`config.mk`:
```
export PLATFORM = sky130hd
export DESIGN_NAME = utf8_text_validator_core_flat
export DESIGN_NICKNAME = d
export VERILOG_FILES = /design/src/hw/rtl/utv_pkg.sv /design/src/hw/rtl/utv_if.sv /design/src/hw/rtl/utv_byte_check.sv /design/src/hw/rtl/utv_text_validator_core.sv /design/src/flat_wrapper.sv
export SDC_FILE = /design/constraint.sdc
export NUM_CORES = 1
export LEC_CHECK = 0
export BUFFER_PORTS_ARGS = -buffer_cell sky130_fd_sc_hd__buf_4
export CAP_MARGIN = 20
export CORE_MARGIN = 4
export CORE_UTILIZATION = 48
export DETAILED_ROUTE_END_ITERATION = 10
export MAX_ROUTING_LAYER = met4
export PLACE_DENSITY = 0.69
export SYNTH_ARGS = -nofsm -noshare
export SYNTH_HDL_FRONTEND = slang
export SYNTH_SLANG_ARGS = --single-unit
export TNS_END_PERCENT = 30
```
`constraint.sdc`:
```
create_clock -name clk -period 5.5 [get_ports clk]
set_input_delay 1.1 -clock clk [delete_from_list [all_inputs] [get_ports clk]]
set_output_delay 1.1 -clock clk [all_outputs]
set_load 0.02 [all_outputs]
```
`src/hw/rtl/utv_pkg.sv`:
```
// utv_pkg: shared types, codes and constants for the UTF-8 text validator.
// No dependencies; used by the channel interfaces, utv_byte_check and the core.
package utv_pkg;

  localparam int unsigned POS_W = 17;
  localparam logic [POS_W-1:0] POS_MAX = '1;

  typedef logic [POS_W-1:0] pos_t;
  typedef logic [2:0]       pend_t;

  typedef enum logic [2:0] {
    REASON_OK      = 3'd0,
    REASON_SHORT   = 3'd1,
    REASON_LEAD    = 3'd2,
    REASON_OVERRUN = 3'd3,
    REASON_CONT    = 3'd4,
    REASON_CTRL    = 3'd5,
    REASON_NOTERM  = 3'd6
  } reason_t;

  typedef enum logic [0:0] {
    REG_MIN_LENGTH = 1'b0,
    REG_MAX_LENGTH = 1'b1
  } cfg_reg_t;

  localparam logic [7:0] CONT_MASK  = 8'hc0;
  localparam logic [7:0] CONT_TAG   = 8'h80;
  localparam logic [7:0] LEAD_TAG   = 8'hc0;
  localparam logic [7:0] LOW_MASK   = 8'h3f;
  localparam logic [7:0] CTRL_LIMIT = 8'h20;
  localparam logic [7:0] CHAR_TAB   = 8'h09;
  localparam logic [7:0] CHAR_LF    = 8'h0a;
  localparam logic [7:0] CHAR_CR    = 8'h0d;
  localparam logic [7:0] CHAR_NUL   = 8'h00;

  typedef struct packed {
    logic    emit;
    logic    ok;
    reason_t reason;
    pos_t    position;
    pend_t   pend_next;
    pos_t    pos_next;
  } check_t;

  // continuation count announced by a lead byte 11xxxxxx, zero for FE/FF
  function automatic pend_t cont_count(input logic [7:0] b);
    logic [7:0] low;
    low = b & LOW_MASK;
    if (low < 8'h20)      cont_count = 3'd1;
    else if (low < 8'h30) cont_count = 3'd2;
    else if (low < 8'h38) cont_count = 3'd3;
    else if (low < 8'h3c) cont_count = 3'd4;
    else if (low < 8'h3e) cont_count = 3'd5;
    else                  cont_count = 3'd0;
  endfunction

endpackage

```
`src/hw/rtl/utv_if.sv`:
```
// utv_if: valid/ready channel interfaces for text bytes, verdicts and config writes.
// Depends on utv_pkg for field types.
interface utv_in_if;
  logic       valid;
  logic       ready;
  logic       start_req;
  logic [7:0] text_byte;

  modport source (output valid, output start_req, output text_byte, input ready);
  modport sink   (input valid, input start_req, input text_byte, output ready);
endinterface

interface utv_out_if;
  logic              valid;
  logic              ready;
  logic              is_valid;
  logic [2:0]        verdict_reason;
  utv_pkg::pos_t     verdict_position;

  modport source (output valid, output is_valid, output verdict_reason,
                  output verdict_position, input ready);
  modport sink   (input valid, input is_valid, input verdict_reason,
                  input verdict_position, output ready);
endinterface

interface utv_cfg_if;
  logic          valid;
  logic          ready;
  logic [0:0]    reg_index;
  utv_pkg::pos_t reg_data;

  modport source (output valid, output reg_index, output reg_data, input ready);
  modport sink   (input valid, input reg_index, input reg_data, output ready);
endinterface

```
`src/hw/rtl/utv_byte_check.sv`:
```
// utv_byte_check: per-byte decision logic, purely combinational.
// Depends on utv_pkg (check_t, reason codes, cont_count).
module utv_byte_check (
  input  utv_pkg::pos_t    pos,
  input  utv_pkg::pend_t   pend,
  input  logic [7:0]       text_byte,
  input  utv_pkg::pos_t    limit,
  input  utv_pkg::pos_t    min_length,
  output utv_pkg::check_t  result
);

  logic [utv_pkg::POS_W:0] pos_inc;
  logic [utv_pkg::POS_W:0] lead_end;
  utv_pkg::pend_t          n;
  logic                    is_ctrl;

  assign pos_inc  = {1'b0, pos} + {{utv_pkg::POS_W{1'b0}}, 1'b1};
  assign n        = utv_pkg::cont_count(text_byte);
  assign lead_end = {1'b0, pos} + {{(utv_pkg::POS_W - 2){1'b0}}, n};
  assign is_ctrl  = (text_byte < utv_pkg::CTRL_LIMIT) && (text_byte != utv_pkg::CHAR_TAB)
                    && (text_byte != utv_pkg::CHAR_LF) && (text_byte != utv_pkg::CHAR_CR);

  always_comb begin
    result           = '0;
    result.reason    = utv_pkg::REASON_OK;
    result.position  = pos;
    result.pend_next = pend;
    result.pos_next  = pos;
    if (pos >= limit) begin
      result.emit   = 1'b1;
      result.reason = utv_pkg::REASON_NOTERM;
    end else begin
      priority if (pend != 3'd0) begin
        if ((text_byte & utv_pkg::CONT_MASK) != utv_pkg::CONT_TAG) begin
          result.emit   = 1'b1;
          result.reason = utv_pkg::REASON_CONT;
        end else begin
          result.pend_next = pend - 3'd1;
        end
      end else if (text_byte == utv_pkg::CHAR_NUL) begin
        result.emit = 1'b1;
        if (pos >= min_length) begin
          result.ok     = 1'b1;
          result.reason = utv_pkg::REASON_OK;
        end else begin
          result.reason = utv_pkg::REASON_SHORT;
        end
      end else if (text_byte[7]) begin
        if ((text_byte & utv_pkg::CONT_MASK) != utv_pkg::LEAD_TAG || n == 3'd0) begin
          result.emit   = 1'b1;
          result.reason = utv_pkg::REASON_LEAD;
        end else if (lead_end >= {1'b0, limit}) begin
          result.emit   = 1'b1;
          result.reason = utv_pkg::REASON_OVERRUN;
        end else begin
          result.pend_next = n;
        end
      end else if (is_ctrl) begin
        result.emit   = 1'b1;
        result.reason = utv_pkg::REASON_CTRL;
      end else begin
        result.pend_next = pend;
      end

      if (!result.emit) begin
        result.pos_next = (pos == utv_pkg::POS_MAX) ? pos : pos_inc[utv_pkg::POS_W-1:0];
        if (pos_inc >= {1'b0, limit}) begin
          result.emit     = 1'b1;
          result.reason   = utv_pkg::REASON_NOTERM;
          result.position = pos_inc[utv_pkg::POS_W-1:0];
        end
      end
    end
  end

endmodule

```
`src/hw/rtl/utv_text_validator_core.sv`:
```
// utf8_text_validator_core: legacy UTF-8 check, one byte per cycle unless stalled.
// Depends on utv_pkg, utv_if (channel interfaces) and utv_byte_check.
//
//   channel      dir   beat payload
//   text_in      in    start_req, text_byte
//   verdict_out  out   is_valid, verdict_reason, verdict_position
//   cfg          in    reg_index, reg_data (min_length, max_length)
//
// One byte per cycle sustained unless a verdict stalls; an accepted byte passes
// through the input register, then decision logic into the verdict register.
// The position/pending-count loop closes through the combinational utv_byte_check.
// A stalled verdict holds; bytes that decide nothing keep flowing behind it.
// rst is synchronous; it clears all control state and restores the registers.
module utf8_text_validator_core #(
  parameter int unsigned MAX_SPAN = 65536
) (
  input logic       clk,
  input logic       rst,
  utv_in_if.sink    text_in,
  utv_out_if.source verdict_out,
  utv_cfg_if.sink   cfg
);

  localparam int unsigned POS_MAX_I = (1 << utv_pkg::POS_W) - 1;
  localparam int unsigned SPAN_CAP_I = (MAX_SPAN < POS_MAX_I) ? MAX_SPAN : POS_MAX_I;
  localparam utv_pkg::pos_t SPAN_CAP = SPAN_CAP_I[utv_pkg::POS_W-1:0];

  utv_pkg::pos_t   min_length;
  utv_pkg::pos_t   max_length;
  utv_pkg::pos_t   limit;

  logic            s1_valid;
  logic            s1_start;
  logic [7:0]      s1_byte;

  utv_pkg::pos_t   pos;
  utv_pkg::pend_t  pend;
  logic            done;

  utv_pkg::pos_t   eff_pos;
  utv_pkg::pend_t  eff_pend;
  logic            eff_done;
  utv_pkg::check_t chk;
  logic            s1_emit;
  logic            s1_go;
  logic            out_free;

  logic            out_valid;
  logic            out_ok;
  utv_pkg::reason_t out_reason;
  utv_pkg::pos_t   out_pos;

  assign limit = (max_length < SPAN_CAP) ? max_length : SPAN_CAP;

  assign cfg.ready = 1'b1;

  always_ff @(posedge clk) begin
    if (rst) begin
      min_length <= '0;
      max_length <= utv_pkg::pos_t'(65536);
    end else if (cfg.valid) begin
      unique case (utv_pkg::cfg_reg_t'(cfg.reg_index))
        utv_pkg::REG_MIN_LENGTH: min_length <= cfg.reg_data;
        utv_pkg::REG_MAX_LENGTH: max_length <= cfg.reg_data;
        default: ;
      endcase
    end
  end

  assign eff_pos  = s1_start ? '0 : pos;
  assign eff_pend = s1_start ? '0 : pend;
  assign eff_done = s1_start ? 1'b0 : done;

  utv_byte_check u_check (
    .pos        (eff_pos),
    .pend       (eff_pend),
    .text_byte  (s1_byte),
    .limit      (limit),
    .min_length (min_length),
    .result     (chk)
  );

  assign s1_emit  = !eff_done && chk.emit;
  assign out_free = !out_valid || verdict_out.ready;
  assign s1_go    = s1_valid && (!s1_emit || out_free);
  assign text_in.ready = !s1_valid || s1_go;

  always_ff @(posedge clk) begin
    if (rst) begin
      s1_valid <= 1'b0;
    end else if (text_in.ready) begin
      s1_valid <= text_in.valid;
    end
    if (text_in.ready && text_in.valid) begin
      s1_start <= text_in.start_req;
      s1_byte  <= text_in.text_byte;
    end
  end

  always_ff @(posedge clk) begin
    if (rst) begin
      pos  <= '0;
      pend <= '0;
      done <= 1'b0;
    end else if (s1_go) begin
      if (eff_done) begin
        pos  <= eff_pos;
        pend <= eff_pend;
        done <= 1'b1;
      end else begin
        pos  <= chk.pos_next;
        pend <= chk.pend_next;
        done <= chk.emit;
      end
    end
  end

  always_ff @(posedge clk) begin
    if (rst) begin
      out_valid <= 1'b0;
    end else if (s1_go && s1_emit) begin
      out_valid <= 1'b1;
    end else if (verdict_out.ready) begin
      out_valid <= 1'b0;
    end
    if (s1_go && s1_emit) begin
      out_ok     <= chk.ok;
      out_reason <= chk.reason;
      out_pos    <= chk.position;
    end
  end

  assign verdict_out.valid            = out_valid;
  assign verdict_out.is_valid         = out_ok;
  assign verdict_out.verdict_reason   = out_reason;
  assign verdict_out.verdict_position = out_pos;

  a_emit_loads_out: assert property (@(posedge clk) disable iff (rst)
    s1_go && s1_emit |=> out_valid)
    else $error("verdict not loaded");

  a_emit_sets_done: assert property (@(posedge clk) disable iff (rst)
    s1_go && s1_emit |=> done)
    else $error("verdict given but text not closed");

  a_ok_matches_reason: assert property (@(posedge clk) disable iff (rst)
    out_valid |-> (out_ok == (out_reason == utv_pkg::REASON_OK)))
    else $error("is_valid disagrees with reason");

  a_pend_range: assert property (@(posedge clk) disable iff (rst)
    pend <= 3'd5)
    else $error("pending continuation count out of range");

endmodule

```
`src/flat_wrapper.sv`:
```
// flat-port wrapper written by rule: the top's interface ports become plain ports
module utf8_text_validator_core_flat 
#(
  parameter int unsigned MAX_SPAN = 65536
)
  (clk, rst, text_in_valid, text_in_start_req, text_in_text_byte, text_in_ready, verdict_out_valid, verdict_out_is_valid, verdict_out_verdict_reason, verdict_out_verdict_position, verdict_out_ready, cfg_valid, cfg_reg_index, cfg_reg_data, cfg_ready);
  utv_in_if text_in_i ();
  utv_out_if verdict_out_i ();
  utv_cfg_if cfg_i ();
  input logic clk;
  input logic rst;
  input wire logic [$bits(text_in_i.valid)-1:0] text_in_valid;
  input wire logic [$bits(text_in_i.start_req)-1:0] text_in_start_req;
  input wire logic [$bits(text_in_i.text_byte)-1:0] text_in_text_byte;
  output wire logic [$bits(text_in_i.ready)-1:0] text_in_ready;
  output wire logic [$bits(verdict_out_i.valid)-1:0] verdict_out_valid;
  output wire logic [$bits(verdict_out_i.is_valid)-1:0] verdict_out_is_valid;
  output wire logic [$bits(verdict_out_i.verdict_reason)-1:0] verdict_out_verdict_reason;
  output wire logic [$bits(verdict_out_i.verdict_position)-1:0] verdict_out_verdict_position;
  input wire logic [$bits(verdict_out_i.ready)-1:0] verdict_out_ready;
  input wire logic [$bits(cfg_i.valid)-1:0] cfg_valid;
  input wire logic [$bits(cfg_i.reg_index)-1:0] cfg_reg_index;
  input wire logic [$bits(cfg_i.reg_data)-1:0] cfg_reg_data;
  output wire logic [$bits(cfg_i.ready)-1:0] cfg_ready;
  assign text_in_i.valid = text_in_valid;
  assign text_in_i.start_req = text_in_start_req;
  assign text_in_i.text_byte = text_in_text_byte;
  assign text_in_ready = text_in_i.ready;
  assign verdict_out_valid = verdict_out_i.valid;
  assign verdict_out_is_valid = verdict_out_i.is_valid;
  assign verdict_out_verdict_reason = verdict_out_i.verdict_reason;
  assign verdict_out_verdict_position = verdict_out_i.verdict_position;
  assign verdict_out_i.ready = verdict_out_ready;
  assign cfg_i.valid = cfg_valid;
  assign cfg_i.reg_index = cfg_reg_index;
  assign cfg_i.reg_data = cfg_reg_data;
  assign cfg_ready = cfg_i.ready;
  utf8_text_validator_core #(.MAX_SPAN(MAX_SPAN)) u_core (.clk(clk), .rst(rst), .text_in(text_in_i), .verdict_out(verdict_out_i), .cfg(cfg_i));
endmodule
```
==> results.cfg <==
[outcome]
status = completed

[sta]
maxSlewHeadroom_pct = 38.28
finalSetupViolCount = 0
hold_ws_ps = 451.0
layout_min_cycle_time_ps = 5308
hold_viol = 0
maxSlewViolCount = 0
fin_crit_sh_pct = 96.52
fmax_mhz = 188.4
tns_ps = 0
skew_ps = 10.23
worst_pin_slew_ps = 921.5

[clocking]
cts_tree = done
clockBufferDepth = 2
clock_latency_ps = 360
postCtsHoldBufs = 0
cts_buffers = 9
clk_pin_slew_worst_paths_ps = 70
cts_sinks = 87
root_buffer = clkbuf_16
cts.htree.levels = 3

[logic_synthesis]
syn_area_mm2 = 0.006183
synthArstFlopShare_pct = 0
yosys_warnings = 0
synth-edff-count = 30
synth.avg_cell_area_um2 = 8.345
ys_seq_area_share_pct = 33.02
synth.distinct_cells = 70
ys_ff_latch = 87
synth_nets = 850
syn-instance-count = 741
synthFlopType = dfxtp_1

[die]
dieArea_mm2 = 0.01476
die_w_um = 121.5
pin_count = 56
start_util_pct = 49.00
die_h_um = 121.5
rows = 41
core_area_mm2 = 0.01262

[power_and_ir_drop]
swShare_pct = 29.07
p_switching_mw = 0.4825
ir_worst_vdd_mv = 0.1660
power.share.sequential_pct = 43.4
power_density_mw_per_mm2 = 226.9
power.leakage_nw = 3.167
cellInternalPower_mw = 1.177
combPwrFrac_pct = 19.7
clockPowerShare_pct = 36.9
total_power_mw = 1.659

[placement]
hpwl_um = 14380
io_buffers = 54
place.gp.congestion = 0.9855
dp_cells = 961

[worst_setup_path]
crit_path_top_delay_cell = a2111o_1
crit_required_ps = 4400
path_cells = buf_4 -> buf_12 -> nor2b_2 -> ha_1 -> buf_4 -> a21oi_2 -> a211oi_4 -> buf_4 -> xor2_1 -> ha_1 -> a21oi_1 -> o21ai_1 -> a2111o_1 -> a311o_1 -> o21ai_4 -> a31oi_4 -> nand3_2 -> buf_6
critPathKind = reg2out
timing.rr.end = u_core.pos[12]
critPathBufInv = 5
cp_max_fo = 29
crit_family = compound AO/OA/AOI/OAI gates
r2r-start = u_core.s1_start
cp.arrival_ps = 4210
cpMostUsedCell = buf_4
r2r_slack_ps = 430
r2r_cells = 20
max_stage_delay_ps = 450
end_kind = primary output
critPathLaunchType = flop

[grt]
grt_usage_pct = 26.02
grt_antenna_before_repair = 0
overflow = 0
grt_pass1_vias = 5693
grt_first_pass_wirelength_um = 29370
grt_start_max_net_pins = 50

[cells_and_area]
stdcell_count = 986
fin_nets = 918
layout-drive-gt1-share_pct = 16.34
diodes = 0
syn2layout_area_growth_pct = 18.27

[min_path]
hold_path_end = u_core.max_length[0]
worstHoldStart = u_core.max_length[0]
min_path_cells = 2
hp-class = reg2reg

[run]
maxCapViolations = 0

[route]
wirelength_um = 18410
drt_iter0_markers = 452
drc = 0
route.vias.total = 5824
viasPerCell = 5.907
first_pass_iters = 5
wl_per_cell_um = 18.67
ant_nets = 0
worst max-delay path by stage:
stage                                to               from  slack, ps  depth (start not counted)
after global placement    text_in_ready    u_core.s1_start        450                         19
final                     text_in_ready    u_core.s1_start        190                         18
after detailed placement  text_in_ready    u_core.s1_start        300                         19
after global routing      text_in_ready  u_core.s1_byte[2]         -9                         20
after floorplan           text_in_ready    u_core.s1_start        150                         21
after CTS                 text_in_ready  u_core.s1_byte[2]        0.3                         20
cell type report:
class / instances / area [um^2]
multi-input combinational: 571 / 3884
sequential: 87 / 2042
tap: 172 / 215.2
timing repair buffer: 86 / 678.2
clock inverter: 5 / 58.81
clock buffer: 11 / 232.7
fill: 1184 / 5306
inverter: 54 / 202.7
cell families after synthesis:
group,after synthesis,synth area share (%)
adder cells (fa/ha/maj),77,15.70
AO/OA/AOI/OAI,168,17.48
XOR/XNOR,41,5.807
AND/OR/NAND/NOR,281,22.00
other,1,0.06065
multiplexers,3,0.5059
buffers and inverters,83,5.423
flip-flops,87,33.02
timing repair:
action                                  CTS  global route
pin swaps                                 2            11
resized for setup                         2            21
endpoints found under the setup margin    1             1
buffers inserted                          3             5
power by group through the flow:
stage	sequential (mW)	clock (mW)	combinational (mW)
6_report	0.720	0.613	0.327
5_1_grt	0.723	0.645	0.352
4_1_cts	0.719	0.618	0.313
3_5_place_dp	0.734	0	0.308
3_3_place_gp	0.733	0	0.303
2_1_floorplan	0.744	0	0.178
registers in the layout (all words and copies together) (netlist names):
name                                 count
u_core.verdict_out.verdict_reason        3
u_core.s1_valid                          1
u_core.max_length                       17
u_core.s1_byte                           8
u_core.s1_start                          1
u_core.min_length                       17
u_core.verdict_out.is_valid              1
u_core.pend                              3
u_core.done                              1
u_core.verdict_out.verdict_position     17
u_core.verdict_out.valid                 1
u_core.pos                              17
worst register-to-register path, stage by stage (launching register included):
cell      delay [ps]
edfxtp_1         410
buf_4            160
buf_12           160
nor2b_2          160
ha_1             280
buf_4            160
a21oi_2          190
a211oi_4         110
buf_4            150
xor2_1           150
ha_1             340
a21oi_1          160
o21ai_1           90
a2111o_1         450
a311o_1          330
o21ai_4          190
buf_4            130
buf_4            170
a31oi_2          190
o21ai_1          740
o22ai_1          180
Yosys cell counts, drive strengths merged, types with 2 or more instances:
| cell type | n | share of area [%] |
|---|---|---|
| a2111oi | 2 | 0.28 |
| a211o | 4 | 0.57 |
| a211oi | 6 | 0.81 |
| a21o | 4 | 0.49 |
| a21oi | 60 | 4.9 |
| a221o | 3 | 0.49 |
| a311o | 2 | 0.32 |
| a31o | 3 | 0.43 |
| a31oi | 14 | 1.5 |
| a41o | 2 | 0.32 |
| and2 | 4 | 0.40 |
| and3 | 6 | 0.61 |
| and4 | 4 | 0.65 |
| buf | 14 | 1.2 |
| clkbuf | 15 | 0.93 |
| clkinv | 2 | 0.12 |
| dfxtp | 57 | 18 |
| edfxtp | 30 | 15 |
| ha | 76 | 15 |
| inv | 52 | 3.2 |
| mux2i | 2 | 0.32 |
| nand2 | 134 | 8.1 |
| nand2b | 11 | 1.2 |
| nand3 | 19 | 1.5 |
| nand4 | 17 | 1.7 |
| nand4b | 2 | 0.28 |
| nor2 | 38 | 2.3 |
| nor2b | 16 | 1.6 |
| nor3 | 14 | 1.7 |
| nor4 | 8 | 0.81 |
| o211a | 2 | 0.32 |
| o211ai | 6 | 0.73 |
| o21a | 7 | 0.85 |
| o21ai | 31 | 2.7 |
| o22ai | 7 | 0.71 |
| o311ai | 2 | 0.28 |
| o31ai | 2 | 0.24 |
| o41ai | 3 | 0.43 |
| or3 | 2 | 0.20 |
| or4 | 2 | 0.24 |
| xnor2 | 21 | 3.0 |
| xor2 | 20 | 2.8 |
per-stage QoR:
stage          worst slack (ps)  area, um^2  util, %
2_1_floorplan             149.9        6183        -
3_3_place_gp              450.2        6869    54.43
3_5_place_dp              299.1        6869    54.43
4_1_cts                  0.2900        7189    56.97
5_1_grt                  -9.353        7313    57.95
6_report                  191.6        7313    57.95
cells in the final DEF (no fill, tap or decap), types with 5 or more instances in the layout:
master	count
a211oi_1	5
o21ai_0	26
edfxtp_1	30
a31oi_1	12
buf_4	82
clkbuf_16	9
nor2_1	35
inv_1	50
nand2b_1	10
o211ai_1	6
xor2_1	20
nand2_1	132
nor3_1	11
dfxtp_1	57
nand3_1	17
nor4_1	7
nand4_1	17
ha_1	75
and3_1	6
o21a_1	6
xnor2_1	21
a21oi_1	58
nor2b_1	14
o22ai_1	7
metal layers:
metal / global-route usage, % / share of wire, %
met3: 4.476 / 7.1
met5: - / 0
met1: 34.10 / 44
met4: 10.22 / 3.0
met2: 40.21 / 46
Note: power is estimated with default switching activity, not from simulation.
